$ cat config.mk
export PLATFORM = sky130hd
export DESIGN_NAME = bounded_double_ended_queue_flat
export DESIGN_NICKNAME = d
export VERILOG_FILES = /design/src/hdl/bdq_pkg.sv /design/src/hdl/bdq_if.sv /design/src/hdl/bdq_front.sv /design/src/hdl/bdq_cmdq.sv /design/src/hdl/bdq_back.sv /design/src/hdl/bounded_double_ended_queue.sv /design/src/flat_wrapper.sv
export SDC_FILE = /design/constraint.sdc
export NUM_CORES = 1
export LEC_CHECK = 0
export BUFFER_PORTS_ARGS = -buffer_cell sky130_fd_sc_hd__buf_4
export CELL_PAD_IN_SITES_DETAIL_PLACEMENT = 0
export CELL_PAD_IN_SITES_GLOBAL_PLACEMENT = 1
export CORE_MARGIN = 3
export CORE_UTILIZATION = 45
export CTS_BUF_LIST = sky130_fd_sc_hd__clkbuf_4
export CTS_CLUSTER_DIAMETER = 50
export DETAILED_ROUTE_END_ITERATION = 10
export PLACE_DENSITY_LB_ADDON = 0.1
export SLEW_MARGIN = 20
export SYNTH_ARGS = -nofsm -noshare
export SYNTH_HDL_FRONTEND = slang
export SYNTH_HIERARCHICAL = 1
export SYNTH_SLANG_ARGS = --single-unit
$ cat constraint.sdc
create_clock -name clk_i -period 4.7 [get_ports clk_i]
set_input_delay 0.47 -clock clk_i [delete_from_list [all_inputs] [get_ports clk_i]]
set_output_delay 0.47 -clock clk_i [all_outputs]
set_load 0.05 [all_outputs]
$ cat src/hdl/bdq_pkg.sv
// Types and constants of the bounded double-ended queue.
// No dependencies; every other file but the macro header imports it.
package bdq_pkg;

  localparam int IDX_W  = 4;
  localparam int DEPTH  = 2 ** IDX_W;
  localparam int CNT_W  = IDX_W + 1;
  localparam int WORD_W = 32;
  localparam int REQ_W  = 3;
  localparam int POS_W  = 4;
  localparam int STAT_W = 2;

  // command queue between front and back
  localparam int QPTR_W = 1;
  localparam int QDEPTH = 2 ** QPTR_W;
  localparam int QCNT_W = QPTR_W + 1;

  typedef enum logic [REQ_W-1:0] {
    REQ_PUSH_FRONT = 3'd0,
    REQ_PUSH_BACK  = 3'd1,
    REQ_POP_FRONT  = 3'd2,
    REQ_POP_BACK   = 3'd3,
    REQ_READ_INDEX = 3'd4,
    REQ_READ_LAST  = 3'd5,
    REQ_CLEAR      = 3'd6
  } req_type_e;

  typedef enum logic [STAT_W-1:0] {
    ST_OK    = 2'd0,
    ST_EMPTY = 2'd1,
    ST_FULL  = 2'd2,
    ST_RANGE = 2'd3
  } status_e;

  // classified request handed from front to back
  typedef struct packed {
    logic [IDX_W-1:0]  addr;
    logic [WORD_W-1:0] word;
    logic              wr;
    logic              rd;
    status_e           status;
    logic [CNT_W-1:0]  occ;
  } cmd_t;

endpackage

$ cat src/hdl/bdq_if.sv
// Request and response channel interfaces, valid/ready handshake.
// Depends on bdq_pkg.
interface bdq_req_if;
  import bdq_pkg::*;
  logic              valid;
  logic              ready;
  logic [REQ_W-1:0]  req_type;
  logic [WORD_W-1:0] push_word;
  logic [POS_W-1:0]  position;

  modport source (output valid, req_type, push_word, position, input ready);
  modport sink   (input valid, req_type, push_word, position, output ready);
endinterface

interface bdq_rsp_if;
  import bdq_pkg::*;
  logic              valid;
  logic              ready;
  logic [WORD_W-1:0] read_word;
  logic [STAT_W-1:0] status;
  logic [CNT_W-1:0]  occupancy;

  modport source (output valid, read_word, status, occupancy, input ready);
  modport sink   (input valid, read_word, status, occupancy, output ready);
endinterface

$ cat src/hdl/bdq_front.sv
// Front end: owns the ring pointer and occupancy, classifies each request
// into a slot access and a status. Depends on bdq_pkg.
module bdq_front (
  input  logic                      clk_i,
  input  logic                      rst_ni,
  input  logic                      req_valid_i,
  output logic                      req_ready_o,
  input  logic [bdq_pkg::REQ_W-1:0]  req_type_i,
  input  logic [bdq_pkg::WORD_W-1:0] push_word_i,
  input  logic [bdq_pkg::POS_W-1:0]  position_i,
  output logic                      cmd_valid_o,
  input  logic                      cmd_ready_i,
  output bdq_pkg::cmd_t             cmd_o
);
  import bdq_pkg::*;

  logic [IDX_W-1:0] front_q, front_d;
  logic [CNT_W-1:0] count_q, count_d;
  logic             full, empty, in_range, fire;
  logic [IDX_W-1:0] back_slot, tail_slot;
  req_type_e        req;

  assign req       = req_type_e'(req_type_i);
  assign full      = (count_q == CNT_W'(DEPTH));
  assign empty     = (count_q == '0);
  assign in_range  = ((POS_W+CNT_W)'(position_i) < (POS_W+CNT_W)'(count_q));
  assign tail_slot = front_q + count_q[IDX_W-1:0];
  assign back_slot = tail_slot - IDX_W'(1);

  assign req_ready_o = cmd_ready_i;
  assign cmd_valid_o = req_valid_i;
  assign fire        = req_valid_i && cmd_ready_i;

  always_comb begin
    front_d     = front_q;
    count_d     = count_q;
    cmd_o.addr  = front_q;
    cmd_o.word  = push_word_i;
    cmd_o.wr    = 1'b0;
    cmd_o.rd    = 1'b0;
    cmd_o.status = ST_OK;
    case (req)
      REQ_PUSH_FRONT: begin
        if (full) begin
          cmd_o.status = ST_FULL;
        end else begin
          front_d    = front_q - IDX_W'(1);
          cmd_o.addr = front_q - IDX_W'(1);
          cmd_o.wr   = 1'b1;
          count_d    = count_q + CNT_W'(1);
        end
      end
      REQ_PUSH_BACK: begin
        if (full) begin
          cmd_o.status = ST_FULL;
        end else begin
          cmd_o.addr = tail_slot;
          cmd_o.wr   = 1'b1;
          count_d    = count_q + CNT_W'(1);
        end
      end
      REQ_POP_FRONT: begin
        if (empty) begin
          cmd_o.status = ST_EMPTY;
        end else begin
          cmd_o.rd = 1'b1;
          front_d  = front_q + IDX_W'(1);
          count_d  = count_q - CNT_W'(1);
        end
      end
      REQ_POP_BACK: begin
        if (empty) begin
          cmd_o.status = ST_EMPTY;
        end else begin
          cmd_o.addr = back_slot;
          cmd_o.rd   = 1'b1;
          count_d    = count_q - CNT_W'(1);
        end
      end
      REQ_READ_INDEX: begin
        if (!in_range) begin
          cmd_o.status = ST_RANGE;
        end else begin
          // position is below the count here, so it fits the slot width
          cmd_o.addr = front_q + IDX_W'(position_i);
          cmd_o.rd   = 1'b1;
        end
      end
      REQ_READ_LAST: begin
        if (empty) begin
          cmd_o.status = ST_EMPTY;
        end else begin
          cmd_o.addr = back_slot;
          cmd_o.rd   = 1'b1;
        end
      end
      REQ_CLEAR: begin
        front_d = '0;
        count_d = '0;
      end
      default: begin
      end
    endcase
    cmd_o.occ = count_d;
  end

  always_ff @(posedge clk_i or negedge rst_ni) begin
    if (!rst_ni) begin
      front_q <= '0;
      count_q <= '0;
    end else if (fire) begin
      front_q <= front_d;
      count_q <= count_d;
    end
  end

endmodule

$ cat src/hdl/bdq_cmdq.sv
// Two-entry command queue decoupling the front end from the back end.
// Depends on bdq_pkg.
module bdq_cmdq (
  input  logic          clk_i,
  input  logic          rst_ni,
  input  logic          in_valid_i,
  output logic          in_ready_o,
  input  bdq_pkg::cmd_t in_cmd_i,
  output logic          out_valid_o,
  input  logic          out_ready_i,
  output bdq_pkg::cmd_t out_cmd_o
);
  import bdq_pkg::*;

  cmd_t              slots_q [QDEPTH];
  logic [QPTR_W-1:0] wr_ptr_q, rd_ptr_q;
  logic [QCNT_W-1:0] cnt_q;
  logic              push, pop;

  assign in_ready_o  = (cnt_q != QCNT_W'(QDEPTH));
  assign out_valid_o = (cnt_q != '0);
  assign out_cmd_o   = slots_q[rd_ptr_q];
  assign push        = in_valid_i && in_ready_o;
  assign pop         = out_valid_o && out_ready_i;

  always_ff @(posedge clk_i) begin
    if (push) begin
      slots_q[wr_ptr_q] <= in_cmd_i;
    end
  end

  always_ff @(posedge clk_i or negedge rst_ni) begin
    if (!rst_ni) begin
      wr_ptr_q <= '0;
      rd_ptr_q <= '0;
      cnt_q    <= '0;
    end else begin
      if (push) wr_ptr_q <= wr_ptr_q + QPTR_W'(1);
      if (pop)  rd_ptr_q <= rd_ptr_q + QPTR_W'(1);
      case ({push, pop})
        2'b10:   cnt_q <= cnt_q + QCNT_W'(1);
        2'b01:   cnt_q <= cnt_q - QCNT_W'(1);
        default: cnt_q <= cnt_q;
      endcase
    end
  end

endmodule

$ cat src/hdl/bdq_back.sv
// Back end: ring storage and the registered response stage.
// Depends on bdq_pkg.
module bdq_back (
  input  logic                       clk_i,
  input  logic                       rst_ni,
  input  logic                       cmd_valid_i,
  output logic                       cmd_ready_o,
  input  bdq_pkg::cmd_t              cmd_i,
  output logic                       rsp_valid_o,
  input  logic                       rsp_ready_i,
  output logic [bdq_pkg::WORD_W-1:0] read_word_o,
  output logic [bdq_pkg::STAT_W-1:0] status_o,
  output logic [bdq_pkg::CNT_W-1:0]  occupancy_o
);
  import bdq_pkg::*;

  logic [WORD_W-1:0] mem_q [DEPTH];
  logic              valid_q;
  logic [WORD_W-1:0] word_q;
  status_e           status_q;
  logic [CNT_W-1:0]  occ_q;
  logic              take;

  // the response register frees up in the same cycle it is drained
  assign cmd_ready_o = !valid_q || rsp_ready_i;
  assign take        = cmd_valid_i && cmd_ready_o;

  always_ff @(posedge clk_i) begin
    if (take && cmd_i.wr) begin
      mem_q[cmd_i.addr] <= cmd_i.word;
    end
  end

  always_ff @(posedge clk_i) begin
    if (take) begin
      word_q   <= cmd_i.rd ? mem_q[cmd_i.addr] : '0;
      status_q <= cmd_i.status;
      occ_q    <= cmd_i.occ;
    end
  end

  always_ff @(posedge clk_i or negedge rst_ni) begin
    if (!rst_ni) begin
      valid_q <= 1'b0;
    end else if (cmd_ready_o) begin
      valid_q <= cmd_valid_i;
    end
  end

  assign rsp_valid_o = valid_q;
  assign read_word_o = word_q;
  assign status_o    = status_q;
  assign occupancy_o = occ_q;

endmodule

$ cat src/hdl/bounded_double_ended_queue.sv
// Bounded double-ended queue: front end, command queue, back end.
// Depends on bdq_pkg, bdq_if, bdq_front, bdq_cmdq, bdq_back.
//
//   channel | modport | fields
//   req_i   | sink    | req_type[2:0], push_word[31:0], position[3:0]
//   rsp_o   | source  | read_word[31:0], status[1:0], occupancy[4:0]
//
// One request per cycle sustained while the response side keeps up. The
// command queue entry is written at the edge that takes a request; the back
// end then reads the storage into its registered response stage.
// Reset clears pointer, occupancy and queue control; storage is not cleared.
// A stalled response backs up the two-entry command queue, then req_i.ready.
module bounded_double_ended_queue (
  input  logic         clk_i,
  input  logic         rst_ni,
  bdq_req_if.sink      req_i,
  bdq_rsp_if.source    rsp_o
);
  import bdq_pkg::*;

  logic cf_valid, cf_ready, cb_valid, cb_ready;
  cmd_t cf_cmd, cb_cmd;

  bdq_front u_front (
    .clk_i       (clk_i),
    .rst_ni      (rst_ni),
    .req_valid_i (req_i.valid),
    .req_ready_o (req_i.ready),
    .req_type_i  (req_i.req_type),
    .push_word_i (req_i.push_word),
    .position_i  (req_i.position),
    .cmd_valid_o (cf_valid),
    .cmd_ready_i (cf_ready),
    .cmd_o       (cf_cmd)
  );

  bdq_cmdq u_cmdq (
    .clk_i       (clk_i),
    .rst_ni      (rst_ni),
    .in_valid_i  (cf_valid),
    .in_ready_o  (cf_ready),
    .in_cmd_i    (cf_cmd),
    .out_valid_o (cb_valid),
    .out_ready_i (cb_ready),
    .out_cmd_o   (cb_cmd)
  );

  bdq_back u_back (
    .clk_i       (clk_i),
    .rst_ni      (rst_ni),
    .cmd_valid_i (cb_valid),
    .cmd_ready_o (cb_ready),
    .cmd_i       (cb_cmd),
    .rsp_valid_o (rsp_o.valid),
    .rsp_ready_i (rsp_o.ready),
    .read_word_o (rsp_o.read_word),
    .status_o    (rsp_o.status),
    .occupancy_o (rsp_o.occupancy)
  );

endmodule

$ cat src/flat_wrapper.sv
// flat-port wrapper written by rule: the top's interface ports become plain ports
module bounded_double_ended_queue_flat import bdq_pkg::*;
  (clk_i, rst_ni, req_i_valid, req_i_req_type, req_i_push_word, req_i_position, req_i_ready, rsp_o_valid, rsp_o_read_word, rsp_o_status, rsp_o_occupancy, rsp_o_ready);
  bdq_req_if req_i_i ();
  bdq_rsp_if rsp_o_i ();
  input  logic clk_i;
  input  logic rst_ni;
  input wire logic [$bits(req_i_i.valid)-1:0] req_i_valid;
  input wire logic [$bits(req_i_i.req_type)-1:0] req_i_req_type;
  input wire logic [$bits(req_i_i.push_word)-1:0] req_i_push_word;
  input wire logic [$bits(req_i_i.position)-1:0] req_i_position;
  output wire logic [$bits(req_i_i.ready)-1:0] req_i_ready;
  output wire logic [$bits(rsp_o_i.valid)-1:0] rsp_o_valid;
  output wire logic [$bits(rsp_o_i.read_word)-1:0] rsp_o_read_word;
  output wire logic [$bits(rsp_o_i.status)-1:0] rsp_o_status;
  output wire logic [$bits(rsp_o_i.occupancy)-1:0] rsp_o_occupancy;
  input wire logic [$bits(rsp_o_i.ready)-1:0] rsp_o_ready;
  assign req_i_i.valid = req_i_valid;
  assign req_i_i.req_type = req_i_req_type;
  assign req_i_i.push_word = req_i_push_word;
  assign req_i_i.position = req_i_position;
  assign req_i_ready = req_i_i.ready;
  assign rsp_o_valid = rsp_o_i.valid;
  assign rsp_o_read_word = rsp_o_i.read_word;
  assign rsp_o_status = rsp_o_i.status;
  assign rsp_o_occupancy = rsp_o_i.occupancy;
  assign rsp_o_i.ready = rsp_o_ready;
  bounded_double_ended_queue u_core (.clk_i(clk_i), .rst_ni(rst_ni), .req_i(req_i_i), .rsp_o(rsp_o_i));
endmodule
### Yosys cells after proc, flatten, opt, wreduce, memory -nomap -nowiden

Memory sizes are Yosys's and may differ from the RTL's. A register that Yosys moved wholly into a read port is not among the register bits.
Index checks and enable logic that the tools add are counted.

| word-level totals | value |
|---|---|
| memories kept | 2 |
| word-level logic and storage cells | 73 |
| bits in writable memories | 602 |
| output and inout bits | 41 |
| bits in registers | 21 |

Memory list:

| name | depth | bits a word | read ports | clocked after memory_dff | wr ports | RTL line | source |
|---|---|---|---|---|---|---|---|
| u_core.u_back.mem_q | 16 | 32 | 1 | 1 | 1 | bdq_back.sv:17 | `logic [WORD_W-1:0] mem_q [DEPTH];` |
| u_core.u_cmdq.slots_q | 2 | 45 | 1 | 0 | 1 | bdq_cmdq.sv:15 | `cmd_t slots_q [QDEPTH];` |

| cells by class | value |
|---|---|
| muxes and demuxes | 24 |
| equal/unequal tests | 11 |
| add/subtract/negate cells | 11 |
| $lt $le $gt $ge | 1 |
| reduce and logical (&&, ||, !) cells | 16 |

Operator list:

| kind | number |
|---|---|
| 4-bit 2-to-1 mux | 5 |
| 4-bit case mux with 4 select lines | 1 |
| 5-bit case mux with 3 select lines | 1 |
| 4-bit case mux with 3 select lines | 1 |
| 5-bit 2-to-1 mux | 2 |
| 3-bit == test (second input constant) | 3 |
| 1-bit 2-to-1 mux | 9 |
| 4-bit adder | 2 |
| 4-bit by 1-bit subtractor with 4-bit output (second input constant) | 2 |
| 3-bit by 2-bit == test with 1-bit output (second input constant) | 2 |
| 2-bit case mux with 3 select lines | 1 |
| 2-bit OR reduction | 3 |
| 5-bit by 1-bit adder with 5-bit output (second input constant) | 1 |
| 5-bit == test (second input constant) | 1 |
| 5-bit logical NOT | 1 |
| 4-bit by 5-bit less-than comparator with 1-bit output | 1 |
| 5-bit by 1-bit subtractor with 5-bit output (second input constant) | 1 |
| 4-bit by 1-bit adder with 4-bit output (second input constant) | 1 |
| 2-bit 2-to-1 mux | 2 |
| 2-bit inequality test (second input constant) | 2 |
| 2-bit case mux with 2 select lines | 1 |
| 2-bit nonzero test | 2 |
| 3-bit by 1-bit == test with 1-bit output (second input constant) | 1 |
| 1-bit logical AND | 3 |
| 12 further kinds | 14 |

### Logic depth before layout (Yosys ltp)

Gate-level depths: netlist of the first run.

| depth | value |
|---|---|
| depth after elaboration | 6 |
| gate-level depth with buffers | 10 |

### Modules after synthesis

Netlist of the first run, hierarchy kept.

By module, submodules not included:

| module | sequential area each (µm²) | cells an instance | times used | area an instance (µm²) |
|---|---|---|---|---|
| bdq_back | 16570.9 | 962 | 1 | 20818.7 |
| bdq_cmdq | 2802.7 | 157 | 1 | 3460.8 |
| bdq_front | 225.2 | 239 | 1 | 1811.7 |

### Worst setup path after synthesis of the first run

No wires, ideal clock.

| timing path | value |
|---|---|
| path kind | register to register |
| start point | reg u_core.u_cmdq.rd_ptr_q |
| end point | mem u_core.u_back.mem_q[1][0], enable pin |
| buffers on the path | 5 |
| arrival | 3.894 ns |
| setup time | 0.461 ns |
| cell stages (with the launch flop) | 9 |
| data required time | 4.239 ns |
| path slack | 0.345 ns |
| path through | dfrtp_1 -> buf_6 -> buf_6 -> mux2_2 -> buf_2 -> buf_2 -> buf_2 -> nand4b_1 -> nor3_1 |

RTL lines:

| what | RTL line | source |
|---|---|---|
| start, declared | bdq_cmdq.sv:16 | `logic [QPTR_W-1:0] wr_ptr_q, rd_ptr_q;` |
| start signal, assigned | bdq_cmdq.sv:39 | `if (pop) rd_ptr_q <= rd_ptr_q + QPTR_W'(1);` |
| end, declared | bdq_back.sv:17 |  |

### Worst setup path after layout of the first run

| timing path | value |
|---|---|
| start point | reg u_core.u_front.count_q[1] |
| end point | reg u_core.u_front.count_q[3] |

| on the way | value |
|---|---|
| longest elaborated chain between the ends | 3 |

RTL lines:

| what | RTL line | source |
|---|---|---|
| start, declared | bdq_front.sv:18 | `logic [CNT_W-1:0] count_q, count_d;` |
| start signal, assigned | bdq_front.sv:113 | `count_q <= count_d;` |
| 5-bit by 1-bit subtractor with 5-bit output, or another cell as far along | bdq_front.sv:68, bdq_front.sv:77 |  |
| 5-bit 2-to-1 mux, on equally long branches | -- |  |
| 5-bit case mux with 3 select lines * | bdq_front.sv:42 | `case (req)` |

Every way passes the cells marked *; elsewhere a longest branch is shown, timed or not.
A chain may end at the register's enable or synchronous reset.

==> impl_metrics.env, run 1 <==
export IMPL_synth_fp_nets=1418
export IMPL_clk_pin_slew_ns=0.06
export IMPL_setup_viol=0
export IMPL_maxSlewViolCount=0
export IMPL_grt_max_degree=67
export IMPL_busiest_layer="met2"
export IMPL_cp_slowest_cell="nor4bb_2"
export IMPL_fmax_mhz=292.9
export IMPL_drc=0
export IMPL_p_seq_frac=0.425
export IMPL_pwr_density_cell_nw_per_um2=643.1
export IMPL_maxCapViolCount=0
export IMPL_cp_slowest_stage_delay_ns=0.83
export IMPL_crit_arrival_ns=4.28
export IMPL_syn_area_per_cell_um2=19.21
export IMPL_use_met2=0.3224
export IMPL_area_growth_pct=15.43
export IMPL_synth_edff_count=641
export IMPL_crit_required_ns=5.56
export IMPL_wire_per_inst_um=24.01
export IMPL_std_cell_rows=87
export IMPL_hp_class="input pin to register"
export IMPL_combPwrFrac=0.329
export IMPL_ys_async_sr_fraction=0.02137
export IMPL_swShare=0.3395
export IMPL_ys_flop_type="edfxtp_1"
export IMPL_clock_root_buffer="clkbuf_4"
export IMPL_fin_tns_setup_ns=0
export IMPL_cts_tree="built"
export IMPL_dieWidth_um=246.8
export IMPL_power_switching_mw=6.576
export IMPL_grt_util_met3=0.05509
export IMPL_grt_usage=0.2018
export IMPL_htreeDepth=4
export IMPL_run_status="complete, no violations"
export IMPL_fin_nets=1645
export IMPL_ys_types=59
export IMPL_rsz0062_at_grt="no"
export IMPL_irDropWorstVdd_v=0.0003885
export IMPL_hold_violations=0
export IMPL_crit_path_cell_trace="inv_1 > ha_1 > nor4bb_2 > nor3_1 > nor4_1 > nor2_1 > a21oi_1 > a41oi_1 > dlygate4sd3_1"
export IMPL_drive_gt1_frac=0.3528
export IMPL_cts_buffer_depth=3
export IMPL_gp_congestion=0.7918
export IMPL_slew_headroom=0.2880
export IMPL_ios=84
export IMPL_synth_seq_cells=655
export IMPL_finalCritPeriodShare=0.7265
export IMPL_core_um2=56820
export IMPL_numPortBuffers=83
export IMPL_numClockSinks=655
export IMPL_totalWireLength_um=59230
export IMPL_initial_core_util=0.4592
export IMPL_antenna_found_initial=1
export IMPL_yosysMostFrequentCell="edfxtp_1"
export IMPL_synth_top_cell_area_share=0.7377
export IMPL_dr_first_iter_drc_count=1001
export IMPL_cp_top_family="simple AND/OR/NAND/NOR gates"
export IMPL_period_needed_ns=3.415
export IMPL_insertion_delay_ns=0.99
export IMPL_p_int_mw=12.79
export IMPL_first_pass_iters=5
export IMPL_cp_end_kind="register"
export IMPL_start_kind="register"
export IMPL_stdcell_area_um2=30120
export IMPL_ys_seq_area_frac=0.7512
export IMPL_path_buf_inv=2
export IMPL_netlist_instances=1358
export IMPL_die_h_um=246.8
export IMPL_yosysTopAreaCell="edfxtp_1"
export IMPL_synth_area_top_cells="edfxtp_1, mux4_2, mux2_2"
export IMPL_worstSetupPathType="register to register"
export IMPL_synthTopCellsByCount="edfxtp_1, mux2_2, mux2i_1"
export IMPL_tightest_slew_ns=1.068
export IMPL_ant_nets=0
export IMPL_yosysWarnings=6
export IMPL_hpwl_um=33640
export IMPL_cts_resized=0
export IMPL_crit_fanout=8
export IMPL_place_area_um2=27560
export IMPL_first_global_vias=14160
export IMPL_grt_ovfl_total=0
export IMPL_fillers=4630
export IMPL_syn_area_um2=26090
export IMPL_vias_per_cell=5.481
export IMPL_die_area_um2=60910
export IMPL_p_clk_frac=0.246
export IMPL_grt_pass1_wl_um=88950
export IMPL_p_leak_nw=10.21
export IMPL_numCtsBuffers=169
export IMPL_grt_use_met1=0.2728
export IMPL_skew_ns=0.07221
export IMPL_vias=13520
==> worst register-to-register path, cell delays in order (launching register included) <==
cell and delay, ns:
dfrtp_1 0.46, inv_1 0.21, ha_1 0.30, nor4bb_2 0.83, nor3_1 0.26, nor4_1 0.25
nor2_1 0.06, a21oi_1 0.20, a41oi_1 0.15, dlygate4sd3_1 0.59
==> power groups by stage <==
stage	Combinational, mW	Clock (mW)	Sequential [mW]
final	6.37	4.77	8.22
after floorplan	3.99	0	8.80
after global routing	6.89	5.29	8.29
after global placement	6.36	0	8.34
after detailed placement	6.43	0	8.35
after CTS	6.48	4.96	8.24
==> placed cells by master, fill, tap and decap left out, types with 15 or more instances in the layout <==
| cell type | synthesis | layout |
|---|---|---|
| a22o_1 | 33 | 33 |
| a21oi_1 | 18 | 18 |
| ha_1 | 15 | 15 |
| nor2_1 | 30 | 16 |
| o22ai_1 | 33 | 33 |
| nand2_1 | 16 | 16 |
| inv_1 | 16 | 16 |
| o31ai_1 | 36 | 36 |
| dlygate4sd3_1 | 0 | 41 |
| a22oi_1 | 32 | 32 |
| edfxtp_1 | 641 | 641 |
| mux4_2 | 65 | 65 |
| o21ai_0 | 18 | 18 |
| buf_4 | 42 | 115 |
| clkbuf_4 | 0 | 255 |
| mux2i_1 | 68 | 68 |
| clkinv_1 | 0 | 27 |
| mux2_2 | 115 | 113 |
==> final timing paths <==
kind	slack, ns	start	cells past startpoint	endpoint
min reg2reg	0.49	u_core/u_cmdq/cnt_q[1]	1	u_core/u_cmdq/cnt_q[1]
max in group asynchronous	3.38	rst_ni	3	u_core/u_cmdq/rd_ptr_q
min	0.22	req_i_push_word[30]	2	u_core/u_cmdq/slots_q[0][39]
min in group asynchronous	0.68	rst_ni	3	u_core/u_front/count_q[2]
max	1.29	u_core/u_front/count_q[1]	9	u_core/u_front/count_q[3]
max reg2reg	1.29	u_core/u_front/count_q[1]	9	u_core/u_front/count_q[3]
==> layer usage <==
| metal | up-vias | share of wire |
|---|---|---|
| li1 | 6096 | - |
| met1 | 6985 | 0.44 |
| met2 | 374 | 0.49 |
| met3 | 66 | 0.052 |
| met4 | 0 | 0.013 |
| met5 | - | 0 |
==> cell families after synthesis <==
family / Yosys count / synth area share
multiplexers: 248 / 0.1318
AO/OA/AOI/OAI: 200 / 0.05477
buffers and inverters: 124 / 0.02815
XOR/XNOR: 11 / 0.003692
adder cells (fa/ha/maj): 17 / 0.008728
flip-flops: 655 / 0.7512
AND/OR/NAND/NOR: 103 / 0.02168
==> cell type report <==
| type | count | area [um2] | share of cell area |
|---|---|---|---|
| flip-flops and latches | 655 | 19600 | 0.6508 |
| clock inverters | 40 | 227.7 | 0.007561 |
| clock buffers | 255 | 1914 | 0.06356 |
| multi-input cells | 579 | 5931 | 0.1969 |
| inverters | 16 | 60.06 | 0.001994 |
| diodes | 2 | 5.005 | 0.0001662 |
| well taps | 756 | 945.9 | 0.03141 |
| repair buffers | 164 | 1434 | 0.04761 |
==> what timing repair did <==
action / CTS / global route
buffers inserted: 0 / 0
hold buffers: 41 / 0
endpoints found under the hold margin: 101 / 0
==> sequential cells by signal, summed over array words and instances (netlist names) <==
signal and flops:
u_core/u_cmdq/wr_ptr_q 1, u_core/u_back/status_o 2, u_core/u_back/occupancy_o 5, u_core/u_back/read_word_o 32
u_core/u_front/front_q 4, u_core/u_front/count_q 5, u_core/u_cmdq/rd_ptr_q 1, u_core/u_cmdq/cnt_q 2
u_core/u_back/mem_q 512, u_core/u_cmdq/slots_q 90, u_core/u_back/rsp_valid_o 1
==> per-stage QoR <==
step	worst slack, ns	util	hold WS (ns)	power (mW)	std cells
2_1_floorplan	0.3450	-	0.1744	12.79	1358
3_3_place_gp	1.535	0.4849	0.3566	14.70	2129
3_5_place_dp	1.416	0.4850	0.3503	14.78	2129
4_1_cts	1.386	0.5299	0.05706	19.68	2465
5_1_grt	1.036	0.5300	0.06597	20.47	2466
6_report	1.285	0.5300	0.2238	19.37	2467
(Power assumes the default switching activity.)
==> run 2: changes to the inputs <==
--- a/config.mk
+++ b/config.mk
@@ -5,6 +5,7 @@
 export SDC_FILE = /design/constraint.sdc
 export NUM_CORES = 1
 export LEC_CHECK = 0
+export ABC_AREA = 1
 export BUFFER_PORTS_ARGS = -buffer_cell sky130_fd_sc_hd__buf_4
 export CELL_PAD_IN_SITES_DETAIL_PLACEMENT = 0
 export CELL_PAD_IN_SITES_GLOBAL_PLACEMENT = 1
==> constraint.sdc (replaced) <==
create_clock -name clk_i -period 2.8 [get_ports clk_i]
set_input_delay 0.28 -clock clk_i [delete_from_list [all_inputs] [get_ports clk_i]]
set_output_delay 0.28 -clock clk_i [all_outputs]
set_load 0.05 [all_outputs]
==> impl_metrics.env, run 2 <==
export IMPL_cts_buffer_depth=3
export IMPL_start_kind="register"
export IMPL_regToRegStartpoint="u_core/u_front/count_q[3]"
export IMPL_maxSlewViolCount=0
export IMPL_crit_arrival_ns=3.32
export IMPL_ant_nets=0
export IMPL_initial_core_util=0.4594
export IMPL_cp_end_kind="register"
export IMPL_ios=84
export IMPL_synth_area_top_cells="edfxtp_1, nand2_1, nor2_1"
export IMPL_numCtsBuffers=172
export IMPL_maxCapViolCount=0
export IMPL_die_h_um=255.6
export IMPL_r2r_end="u_core/u_cmdq/slots_q[1][41]"
export IMPL_instances_no_fill=3858
export IMPL_setup_viol=0
export IMPL_grt_pass1_wl_um=107800
export IMPL_synthTopCellsByCount="nand2_1, edfxtp_1, nor2_1"
export IMPL_reg2regPathDepth=11
export IMPL_drc=0
export IMPL_synth_seq_cells=655
export IMPL_syn_area_um2=28040
export IMPL_dr_first_iter_drc_count=1132
export IMPL_worstSetupPathType="register to register"
export IMPL_top_register="u_core/u_back/mem_q"
export IMPL_ys_flop_type="edfxtp_1"
export IMPL_vias_per_cell=4.861
export IMPL_synth_fp_nets=2703
export IMPL_cts_setup_buffers=0
export IMPL_first_pass_iters=5
export IMPL_hold_path_startpoint="req_i_valid"
export IMPL_die_area_um2=65340
export IMPL_grt_max_degree=128
export IMPL_rsz0062_at_grt="no"
export IMPL_r2r_slack_ns=0.16
export IMPL_dieWidth_um=255.6
export IMPL_slew_headroom=0.3614
export IMPL_cts_tree="built"
export IMPL_synth_edff_count=641
export IMPL_synth_top_cell_area_share=0.6865
export IMPL_std_cell_rows=90
export IMPL_grt_usage=0.2170
export IMPL_totalWireLength_um=70510
export IMPL_gp_congestion=0.8089
export IMPL_area_growth_pct=16.33
export IMPL_final_common_cell="nand2_1"
export IMPL_ys_async_sr_fraction=0.02137
export IMPL_syn_area_per_cell_um2=10.61
export IMPL_htreeDepth=4
export IMPL_worstSetupEndpoint="u_core/u_cmdq/slots_q[1][41]"
export IMPL_fin_nets=2953
export IMPL_crit_fanout=6
export IMPL_insertion_delay_ns=1.01
export IMPL_clk_pin_slew_ns=0.07
export IMPL_crit_required_ns=3.48
export IMPL_irDropWorstVdd_v=0.0008552
export IMPL_fmax_mhz=378.7
export IMPL_numPortBuffers=83
export IMPL_antenna_found_initial=2
export IMPL_hpwl_um=37130
export IMPL_run_status="complete, no violations"
export IMPL_first_global_vias=18560
export IMPL_hp_class="input pin to register"
export IMPL_finalCritPeriodShare=0.9432
export IMPL_pwr_density_cell_nw_per_um2=1129
export IMPL_yosysWarnings=6
export IMPL_hold_depth=4
export IMPL_largest_reg_flops=512
export IMPL_core_um2=61030
export IMPL_drive_gt1_frac=0.1531
export IMPL_yosysMostFrequentCell="nand2_1"
export IMPL_clock_root_buffer="clkbuf_4"
export IMPL_most_common_layout_cells="nand2_1, edfxtp_1, clkbuf_4, buf_4, nor2_1"
export IMPL_fillers=5511
export IMPL_period_needed_ns=2.641
export IMPL_startpoint="u_core/u_front/count_q[3]"
export IMPL_ys_types=41
export IMPL_p_leak_nw=13.75
export IMPL_hold_violations=0
export IMPL_skew_ns=0.04893
export IMPL_netlist_instances=2643
export IMPL_numClockSinks=655
export IMPL_holdWs_ns=0.1499
export IMPL_tightest_slew_ns=0.9578
export IMPL_yosysTopAreaCell="edfxtp_1"
export IMPL_ys_seq_area_frac=0.6990
export IMPL_vias=18760
export IMPL_wire_per_inst_um=18.28
export IMPL_dpl_cell_count=3471
export IMPL_grt_ovfl_total=0
run 2: changes by cell type after synthesis, moves of 38 or more:
cell and delta:
mux2i_1 -68, nand2_1 +1548, nor2_1 +68, mux2_2 -115, mux4_2 -65, buf_2 +38
run 2: cell type report:
cell class / count / area (um2) / share of cell area
clock buffer: 239 / 1794 / 0.05501
tap: 828 / 1036 / 0.03176
sequential: 655 / 19600 / 0.6010
antenna: 6 / 15.01 / 0.0004604
timing repair buffer: 224 / 2185 / 0.06698
inverter: 55 / 214.0 / 0.006560
clock inverter: 66 / 444.2 / 0.01362
multi-input combinational: 1785 / 7325 / 0.2246
run 2: worst min-delay path by stage:
stage,endpoint,slack (ns)
4_1_cts,u_core/u_cmdq/wr_ptr_q,0.05
5_1_grt,u_core/u_cmdq/wr_ptr_q,0.08
6_report,u_core/u_cmdq/wr_ptr_q,0.15
3_5_place_dp,u_core/u_cmdq/wr_ptr_q,0.15
2_1_floorplan,u_core/u_back/rsp_valid_o,-0.02
3_3_place_gp,u_core/u_back/rsp_valid_o,0.16
run 2: power breakdown:
| group | total (mW) | switching [mW] | internal (mW) |
|---|---|---|---|
| combinational | 14.4 | 10.6 | 3.83 |
| clock | 8.43 | 3.92 | 4.51 |
| sequential | 14.0 | 0.468 | 13.5 |
run 2: metrics by stage:
| stage | setup TNS, ns | setup slack, ns | util | power [mW] | cell area (um2) |
|---|---|---|---|---|---|
| after floorplan | -119.96 | -0.4686 | - | 24.21 | 28060 |
| after global placement | 0 | 0.3506 | 0.4850 | 28.55 | 29600 |
| after detailed placement | 0 | 0.3007 | 0.4850 | 28.64 | 29600 |
| after CTS | 0 | 0.09816 | 0.5341 | 37.31 | 32600 |
| after global routing | 0 | 0.02211 | 0.5344 | 39.50 | 32620 |
| final | 0 | 0.1591 | 0.5344 | 36.81 | 32620 |
run 2: kinds of logic (layout without fill, tap and decap cells):
kind of cell	after synthesis	after routing	synth area share
xor gates and xnor gates	12	12	0.003749
other	0	6	0
adders and majority gates	17	17	0.008122
AOI/OAI and AO/OA	39	39	0.008479
buffers and inverters	203	584	0.04561
DFF	655	655	0.6990
and+or+nand+nor	1717	1717	0.2350
run 2: timing repair:
item	4_1_cts	5_1_grt
hold endpoints to repair	206	0
hold buffers	76	0
endpoints found under the setup margin	0	3
resized for setup	0	2
run 2: per-layer routing:
metal	share of wire	vias up	wire length, um	track usage
met2	0.49	482	34390	0.3635
met1	0.44	8942	31290	0.2852
met5	0	-	0	0
met4	0.018	0	1245	0.07095
met3	0.051	104	3587	0.04344
li1	-	9227	-	-
run 2: worst max-delay path, stage by stage (launching register included):
cell and delay (ns):
dfrtp_2 0.46, inv_1 0.21, ha_1 0.29, inv_1 0.06, nor2_1 0.03, nand2_1 0.08
nand3_2 0.11, dlygate4sd3_1 0.60, nand2_1 0.14, nand2_1 0.09, o21ai_1 0.12, nand3_1 0.15
